File: config.mk
export PLATFORM = sky130hd
export DESIGN_NAME = cascaded_biquad_iir_filter_top
export DESIGN_NICKNAME = d
export VERILOG_FILES = /design/src/design/cbiquad_pkg.sv /design/src/design/cascaded_biquad_iir_filter_top.sv
export SDC_FILE = /design/constraint.sdc
export NUM_CORES = 2
export LEC_CHECK = 0
export BUFFER_PORTS_ARGS = -buffer_cell sky130_fd_sc_hd__buf_2
export CAP_MARGIN = 10
export CORE_MARGIN = 2
export CORE_UTILIZATION = 63
export CTS_CLUSTER_DIAMETER = 40
export CTS_CLUSTER_SIZE = 28
export DETAILED_ROUTE_END_ITERATION = 8
export PLACE_DENSITY = 0.84
export SYNTH_ARGS = -nofsm -noshare
export SYNTH_HDL_FRONTEND = slang
export SYNTH_SLANG_ARGS = --single-unit
File: constraint.sdc
create_clock -name clk -period 12 [get_ports clk]
set_clock_uncertainty 0.05 [all_clocks]
set_input_delay 0 -clock clk [delete_from_list [all_inputs] [get_ports clk]]
set_output_delay 0 -clock clk [all_outputs]
set_load 0.005 [all_outputs]
File: src/design/cbiquad_pkg.sv
// Shared constants for the cascaded biquad filter: formats, item kinds and register map.
`timescale 1ns / 1ps

package cbiquad_pkg;

    localparam int MAX_STAGES_DEF = 8;
    localparam int SAMPLE_BITS    = 16;
    localparam int COEF_BITS      = 20;

    localparam int SAMPLE_FRAC = SAMPLE_BITS - 1;
    localparam int COEF_FRAC   = COEF_BITS - 4;
    localparam int DELAY_FRAC  = 2 * SAMPLE_FRAC;
    localparam int PROD_SHIFT  = COEF_FRAC - SAMPLE_FRAC;
    localparam int DELAY_W     = 40;

    localparam int KIND_W     = 2;
    localparam int STAGE_IN_W = 3;
    localparam int SEL_W      = 3;
    localparam int ACTIVE_W   = 4;
    localparam int NUM_COEFS  = 5;

    localparam logic [KIND_W-1:0] KIND_SAMPLE = 2'd0;
    localparam logic [KIND_W-1:0] KIND_COEF   = 2'd1;
    localparam logic [KIND_W-1:0] KIND_CLEAR  = 2'd2;

    localparam int PADDR_W = 3;
    localparam int PDATA_W = 32;
    localparam logic [0:0] REG_ACTIVE_STAGES = 1'b0;

endpackage

File: src/design/cascaded_biquad_iir_filter_top.sv
// Cascaded biquad IIR filter (transposed direct form II) with coefficient and delay memories.
`timescale 1ns / 1ps

// A sample item is accepted, runs each active section in turn through the load, product,
// output and z1/z2 update phases, and ends with a result load; its run is paced by the single
// shared multiplier and the one read port of the coefficient memory, which hands out one
// coefficient per cycle. Coefficient-write and clear items finish in the idle state and give
// no result. Items are taken only while the sequencer is idle; the result register lets
// the next item start while a finished result still waits to be taken. Reset needs no
// clearing pass: per-entry valid bits make unwritten coefficients and delays read as zero,
// and a clear item drops all delay valid bits at once.
module cascaded_biquad_iir_filter_top #(
    parameter int MAX_STAGES = cbiquad_pkg::MAX_STAGES_DEF
) (
    input  logic                                        clk,
    input  logic                                        rst_n,
    input  logic                                        psel,
    input  logic                                        penable,
    input  logic                                        pwrite,
    input  logic [cbiquad_pkg::PADDR_W-1:0]             paddr,
    input  logic [cbiquad_pkg::PDATA_W-1:0]             pwdata,
    output logic [cbiquad_pkg::PDATA_W-1:0]             prdata,
    output logic                                        pready,
    input  logic                                        in_valid,
    output logic                                        in_stall,
    input  logic [cbiquad_pkg::KIND_W-1:0]              kind,
    input  logic signed [cbiquad_pkg::SAMPLE_BITS-1:0]  sample_in,
    input  logic [cbiquad_pkg::STAGE_IN_W-1:0]          stage_index,
    input  logic [cbiquad_pkg::SEL_W-1:0]               coef_select,
    input  logic signed [cbiquad_pkg::COEF_BITS-1:0]    coef_value,
    output logic                                        out_valid,
    input  logic                                        out_stall,
    output logic signed [cbiquad_pkg::SAMPLE_BITS-1:0]  sample_out,
    output logic                                        saturated
);

    localparam int SB         = cbiquad_pkg::SAMPLE_BITS;
    localparam int CB         = cbiquad_pkg::COEF_BITS;
    localparam int DW         = cbiquad_pkg::DELAY_W;
    localparam int SEL_W      = cbiquad_pkg::SEL_W;
    localparam int STAGE_W    = (MAX_STAGES > 1) ? $clog2(MAX_STAGES) : 1;
    localparam int COEF_AW    = STAGE_W + SEL_W;
    localparam int COEF_DEPTH = MAX_STAGES * (2 ** SEL_W);
    localparam int PROD_W     = CB + SB;
    localparam int PPW        = PROD_W - cbiquad_pkg::PROD_SHIFT;
    localparam int ACC_W      = DW + 1;
    localparam int ZW         = DW + 1;
    localparam int RND        = cbiquad_pkg::DELAY_FRAC - cbiquad_pkg::SAMPLE_FRAC;
    localparam int RND_HALF   = 1 << (RND - 1);

    localparam logic signed [ACC_W-1:0] Y_MAX = ACC_W'((1 << (SB - 1)) - 1);
    localparam logic signed [ACC_W-1:0] Y_MIN = -Y_MAX - ACC_W'(1);

    // phase n fetches coefficient n of the section and consumes the one fetched before
    localparam logic [SEL_W-1:0] PH_LOAD = 3'd0;
    localparam logic [SEL_W-1:0] PH_P0   = 3'd1;
    localparam logic [SEL_W-1:0] PH_OUT  = 3'd2;
    localparam logic [SEL_W-1:0] PH_Z1A  = 3'd3;
    localparam logic [SEL_W-1:0] PH_Z2A  = 3'd4;
    localparam logic [SEL_W-1:0] PH_Z1B  = 3'd5;

    typedef enum logic [1:0] {ST_IDLE, ST_RUN, ST_DONE} state_t;

    state_t                    state_reg;
    logic [SEL_W-1:0]          ph_reg;
    logic [STAGE_W-1:0]        stage_reg;
    logic [STAGE_W-1:0]        last_reg;
    logic [STAGE_W-1:0]        wb_stage_reg;
    logic                      wb_pending_reg;
    logic [cbiquad_pkg::ACTIVE_W-1:0] active_reg;
    logic [COEF_DEPTH-1:0]     cvalid_reg;
    logic [MAX_STAGES-1:0]     dvalid_reg;
    logic                      out_valid_reg;
    logic signed [SB-1:0]      sample_out_reg;
    logic                      saturated_reg;

    logic signed [SB-1:0]      x_reg;
    logic signed [SB-1:0]      y_reg;
    logic                      clip_reg;
    logic signed [PPW-1:0]     prod_reg;
    logic signed [ZW-1:0]      z1part_reg;
    logic signed [PPW-1:0]     z2part_reg;
    logic signed [DW-1:0]      z1new_reg;

    logic signed [CB-1:0]      coef_mem [COEF_DEPTH];
    logic signed [CB-1:0]      coef_rd_reg;
    logic                      coef_rv_reg;
    logic [2*DW-1:0]           delay_mem [MAX_STAGES];
    logic [2*DW-1:0]           delay_rd_reg;
    logic                      delay_rv_reg;

    logic                      cfg_wr;
    logic                      in_acc;
    logic                      run;
    logic                      coef_we;
    logic [COEF_AW-1:0]        coef_waddr;
    logic [COEF_AW-1:0]        coef_raddr;
    logic [STAGE_W-1:0]        last_calc;
    logic signed [CB-1:0]      coef_op;
    logic signed [SB-1:0]      mul_op;
    logic signed [PROD_W-1:0]  prod_full;
    logic signed [PPW-1:0]     prod_sh;
    logic signed [DW-1:0]      z1_q;
    logic signed [DW-1:0]      z2_q;
    logic signed [ACC_W-1:0]   acc;
    logic signed [ACC_W-1:0]   rnd;
    logic signed [SB-1:0]      y_sat;
    logic                      y_clip;
    logic signed [DW-1:0]      z2new;

    // configuration port
    assign pready = 1'b1;
    assign cfg_wr = psel && penable && pwrite && pready;
    assign prdata = (paddr[cbiquad_pkg::PADDR_W-1:2] == cbiquad_pkg::REG_ACTIVE_STAGES)
                  ? cbiquad_pkg::PDATA_W'(active_reg) : '0;

    assign in_stall = (state_reg != ST_IDLE);
    assign in_acc   = in_valid && !in_stall;
    assign run      = (state_reg == ST_RUN);

    assign out_valid  = out_valid_reg;
    assign sample_out = sample_out_reg;
    assign saturated  = saturated_reg;

    assign coef_we    = in_acc && (kind == cbiquad_pkg::KIND_COEF)
                     && (int'(coef_select) < cbiquad_pkg::NUM_COEFS)
                     && (int'(stage_index) < MAX_STAGES);
    assign coef_waddr = {STAGE_W'(stage_index), coef_select};
    assign coef_raddr = {stage_reg, ph_reg};

    always_comb
    begin
        if (active_reg == '0)
            last_calc = '0;
        else if (int'(active_reg) > MAX_STAGES)
            last_calc = STAGE_W'(MAX_STAGES - 1);
        else
            last_calc = STAGE_W'(active_reg - 1'b1);
    end

    // shared multiplier and section arithmetic
    always_comb
    begin
        coef_op   = coef_rv_reg ? coef_rd_reg : '0;
        mul_op    = (ph_reg == PH_Z2A || ph_reg == PH_Z1B) ? y_reg : x_reg;
        prod_full = PROD_W'(coef_op) * PROD_W'(mul_op);
        prod_sh   = PPW'(prod_full >>> cbiquad_pkg::PROD_SHIFT);

        z1_q = delay_rv_reg ? $signed(delay_rd_reg[2*DW-1:DW]) : '0;
        z2_q = delay_rv_reg ? $signed(delay_rd_reg[DW-1:0]) : '0;

        acc = ACC_W'(prod_reg) + ACC_W'(z1_q);
        rnd = (acc + ACC_W'(RND_HALF)) >>> RND;
        if (rnd > Y_MAX)
        begin
            y_sat  = SB'(Y_MAX);
            y_clip = 1'b1;
        end
        else if (rnd < Y_MIN)
        begin
            y_sat  = SB'(Y_MIN);
            y_clip = 1'b1;
        end
        else
        begin
            y_sat  = SB'(rnd);
            y_clip = 1'b0;
        end

        z2new = DW'(ZW'(z2part_reg) - ZW'(prod_reg));
    end

    // sequencer, valid bits and result register
    always_ff @(posedge clk or negedge rst_n)
    begin
        if (!rst_n)
        begin
            state_reg      <= ST_IDLE;
            ph_reg         <= PH_LOAD;
            stage_reg      <= '0;
            last_reg       <= '0;
            wb_stage_reg   <= '0;
            wb_pending_reg <= 1'b0;
            active_reg     <= cbiquad_pkg::ACTIVE_W'(1);
            cvalid_reg     <= '0;
            dvalid_reg     <= '0;
            out_valid_reg  <= 1'b0;
            sample_out_reg <= '0;
            saturated_reg  <= 1'b0;
        end
        else
        begin
            if (cfg_wr && paddr[cbiquad_pkg::PADDR_W-1:2] == cbiquad_pkg::REG_ACTIVE_STAGES)
                active_reg <= pwdata[cbiquad_pkg::ACTIVE_W-1:0];

            if (out_valid_reg && !out_stall && state_reg != ST_DONE)
                out_valid_reg <= 1'b0;

            if (wb_pending_reg)
            begin
                dvalid_reg[wb_stage_reg] <= 1'b1;
                wb_pending_reg           <= 1'b0;
            end

            unique case (state_reg)
                ST_IDLE:
                begin
                    if (in_valid)
                    begin
                        unique case (kind)
                            cbiquad_pkg::KIND_SAMPLE:
                            begin
                                stage_reg <= '0;
                                ph_reg    <= PH_LOAD;
                                last_reg  <= last_calc;
                                state_reg <= ST_RUN;
                            end
                            cbiquad_pkg::KIND_COEF:
                            begin
                                if (coef_we)
                                    cvalid_reg[coef_waddr] <= 1'b1;
                            end
                            cbiquad_pkg::KIND_CLEAR:
                            begin
                                dvalid_reg <= '0;
                            end
                            default:
                            begin
                            end
                        endcase
                    end
                end
                ST_RUN:
                begin
                    if (ph_reg == PH_Z1B)
                    begin
                        wb_pending_reg <= 1'b1;
                        wb_stage_reg   <= stage_reg;
                        ph_reg         <= PH_LOAD;
                        if (stage_reg == last_reg)
                            state_reg <= ST_DONE;
                        else
                            stage_reg <= stage_reg + 1'b1;
                    end
                    else
                    begin
                        ph_reg <= ph_reg + 1'b1;
                    end
                end
                ST_DONE:
                begin
                    if (!out_valid_reg || !out_stall)
                    begin
                        out_valid_reg  <= 1'b1;
                        sample_out_reg <= x_reg;
                        saturated_reg  <= clip_reg;
                        state_reg      <= ST_IDLE;
                    end
                end
                default:
                begin
                    state_reg <= ST_IDLE;
                end
            endcase
        end
    end

    // section datapath
    always_ff @(posedge clk)
    begin
        if (in_acc && kind == cbiquad_pkg::KIND_SAMPLE)
        begin
            x_reg    <= sample_in;
            clip_reg <= 1'b0;
        end
        if (run)
        begin
            case (ph_reg)
                PH_P0:
                begin
                    prod_reg <= prod_sh;
                end
                PH_OUT:
                begin
                    y_reg    <= y_sat;
                    clip_reg <= clip_reg | y_clip;
                    prod_reg <= prod_sh;
                end
                PH_Z1A:
                begin
                    z1part_reg <= ZW'(z2_q) + ZW'(prod_reg);
                    prod_reg   <= prod_sh;
                end
                PH_Z2A:
                begin
                    z2part_reg <= prod_reg;
                    prod_reg   <= prod_sh;
                end
                PH_Z1B:
                begin
                    z1new_reg <= DW'(z1part_reg - ZW'(prod_reg));
                    prod_reg  <= prod_sh;
                    x_reg     <= y_reg;
                end
                default:
                begin
                end
            endcase
        end
    end

    // coefficient memory
    always_ff @(posedge clk)
    begin
        if (coef_we)
            coef_mem[coef_waddr] <= coef_value;
        coef_rd_reg <= coef_mem[coef_raddr];
        coef_rv_reg <= cvalid_reg[coef_raddr];
    end

    // delay memory: {z1, z2} per section
    always_ff @(posedge clk)
    begin
        if (wb_pending_reg)
            delay_mem[wb_stage_reg] <= {z1new_reg, z2new};
        if (run && ph_reg == PH_LOAD)
        begin
            delay_rd_reg <= delay_mem[stage_reg];
            delay_rv_reg <= dvalid_reg[stage_reg];
        end
    end

endmodule

==> flow_summary.toml <==
[worst_setup_path]
slowest_stage = "dfrtp_4"
crit_type = "reg2reg"
cp.arrival_ns = 9.94
slowest_delay_ns = 0.93
path_max_fanout = 54
critPathLaunchType = "register"
r2r_end = "prod_reg[33]$_DFFE_PP_"
worstSetupEndpointType = "register"
reg2reg_depth = 28
reg2reg_slack_ns = 2.64
cp_data_required_time_ns = 12.58
rr_startpoint = "ph_reg[1]$_DFFE_PN0P_"
cp_common_cell = "fa_1"

[synthesis]
ys_seq_area_share_pct = 64.56
synth_top_family_by_area = "multiplexers"
synth_compound_area_share_pct = 3.249
ys_top_cells_by_area = "edfxtp_1 61%, mux4_2 13%, fa_1 6.1%"
synth_top_cells_by_count = "2131 x edfxtp_1, 595 x mux4_2, 464 x inv_1, 321 x fa_1"
yosysMostFrequentCell = "edfxtp_1"
synth_cell_types = 92
synth_cells = 5986
yosysTopAreaCell = "edfxtp_1"
avgSynthCellArea_um2 = 17.46
synth_edf_count = 2131
synth-simple-area-share_pct = 4.344
synth_ff_type = "edfxtp_1"
ys_async_sr_fraction_pct = 4.785
yosysTopAreaCellShare_pct = 61.22
syn_area_mm2 = 0.1045
ys_warn_count = 0
synth_xor_area_share_pct = 1.415
synthAdderAreaFrac_pct = 9.500
muxShareOfSynthArea_pct = 14.16
synth_seq_cells = 2278

[routing]
viasPerCell = 6.387
wirelength_um = 271100
drc_errors = 0
drtIter0Drc = 6840
antenna_left = 0
firstDrtPassIters = 7
wl_per_cell_um = 29.78
num_vias = 58140

[placement]
io_buffers = 78
post-place-ws_ns = 2.792
dpl.hpwl_um = 154100
gp_congestion = 0.9364

[layout]
largest_register_ffs = 1280
area_delta_synth_final_pct = 13.10
post-route-util_pct = 71.73
drive_above_1_share_pct = 20.31
nets = 7398

[min_path]
min_path_cells = 3
worstHoldEndpoint = "coef_mem[49][9]$_DFFE_PP_"
hold_start = "coef_select[0]"
hp-class = "in2reg"

[sta]
min_period_over_period_pct = 78.01
tightest_slew_ns = 1.197
maxSlewViolCount = 0
fin_ws_ns = 2.639
slew_headroom_pct = 20.17
setup_violations = 0
fin_crit_ns = 9.361
rsz0062_at_grt = "false"
max_freq_mhz = 106.8
hold_viol = 0
tns_ns = 0

[die]
start_util_pct = 63.42
die_y_um = 411.3
die-area_mm2 = 0.1692
io_pins = 138
die_w_um = 411.3
rows = 149
coreArea_mm2 = 0.1648

[job]
drv_cap = 0

[global_routing]
grt_pass1_vias = 61290
grt_pass1_wl_um = 400100
grt_max_degree = 104
track_usage_pct = 32.73
grt_antenna_before_repair = 18
grt.overflow.total = 0

[clock_tree]
ctsRootBufferMaster = "clkbuf_16"
cts_buffers = 217
clock_sinks = 2278
clkTransAtPathRegs_ns = 0.09
clockBufferDepth = 3
clk_latency_ns = 0.89
htree_levels = 4
cts_tree = "done"
cts_resized = 0

[pwr]
powerDensity_mw_per_mm2 = 248.7
ir_drop_mv = 0.3072
leakage_uw = 0.04348

[status]
status = "finished clean"
==> how the worst max path moves through the flow <==
| stage | endpoint | start | cells after the start |
|---|---|---|---|
| floorplan | prod_reg[34]$_DFFE_PP_ | ph_reg[1]$_DFFE_PN0P_ | 31 |
| global placement | prod_reg[33]$_DFFE_PP_ | ph_reg[1]$_DFFE_PN0P_ | 28 |
| detailed placement | prod_reg[33]$_DFFE_PP_ | ph_reg[1]$_DFFE_PN0P_ | 28 |
| CTS | prod_reg[33]$_DFFE_PP_ | ph_reg[1]$_DFFE_PN0P_ | 28 |
| global route | prod_reg[33]$_DFFE_PP_ | ph_reg[1]$_DFFE_PN0P_ | 28 |
| finish | prod_reg[33]$_DFFE_PP_ | ph_reg[1]$_DFFE_PN0P_ | 28 |
==> per-layer routing <==
metal | share of wire [%] | track usage, %
met1 | 34 | 39.86
met2 | 52 | 56.23
met3 | 8.6 | 6.041
met4 | 6.0 | 16.91
met5 | 0.025 | 0
==> cell usage in the layout, fill, tap and decap left out, types with 94 or more instances in the layout <==
cell       synthesis  routed
xnor2_1          126     126
dfrtp_1          108     102
and2_1           106     105
fa_1             321     321
edfxtp_1        2131    2131
buf_4             29      94
nor2_1           312     264
mux2_2            98      98
a21oi_1          149     149
mux4_2           595     595
conb_1             2     509
ha_1             280     280
nand2_1          312     312
clkbuf_16          0     218
inv_1            464     463
==> kinds of logic (layout without fill, tap and decap cells) <==
family / after synthesis / after routing
AO/OA/AOI/OAI: 508 / 508
XOR/XNOR: 168 / 168
adder cells (fa/ha/maj): 601 / 601
buffers and inverters: 734 / 1148
flip-flops: 2278 / 2278
multiplexers: 723 / 723
other: 2 / 516
AND/OR/NAND/NOR: 972 / 972
==> report_power, final <==
group          internal (uW)  switching [uW]
Sequential             10500             721
Combinational           4470            6290
Clock                   3950            3510
Total                  18900           10500
==> through the flow <==
| stage | total power (uW) | cell area [um^2] | hold slack (ns) | std cells |
|---|---|---|---|---|
| 4_1_cts | 29260 | 118200 | 0.03778 | 9095 |
| 3_3_place_gp | 21190 | 109400 | -0.04641 | 8587 |
| 3_5_place_dp | 21580 | 109400 | -0.02515 | 8587 |
| 2_1_floorplan | 18530 | 106400 | -0.3456 | 6493 |
| 5_1_grt | 30520 | 118200 | 0.1053 | 9100 |
| 6_report | 29400 | 118200 | 0.1344 | 9103 |
==> worst max-delay path, delay by kind of cell (launching register included) <==
family,cells,cell delay [ns]
adders and majority gates,7,3.32
AOI/OAI and AO/OA,10,2.23
and+or+nand+nor,4,1.79
DFF,1,0.93
buffers and inverters,6,0.66
xor gates and xnor gates,1,0.09
==> area by class of cell <==
cell class | instances | area [um^2]
fillers | 9122 | 46590
flip-flops and latches | 2278 | 67500
clock buffers | 227 | 5499
clock inverters | 188 | 2333
repair buffers | 268 | 2112
diodes | 7 | 17.52
multi-input cells | 3481 | 36270
well taps | 2189 | 2739
inverters | 465 | 1745
==> what timing repair did <==
item	4_1_cts	5_1_grt
endpoints found under the hold margin	1524	0
setup endpoints to repair	0	0
hold buffers	93	0
setup buffers	0	0
No activity file was read; power rests on OpenSTA's default activity.
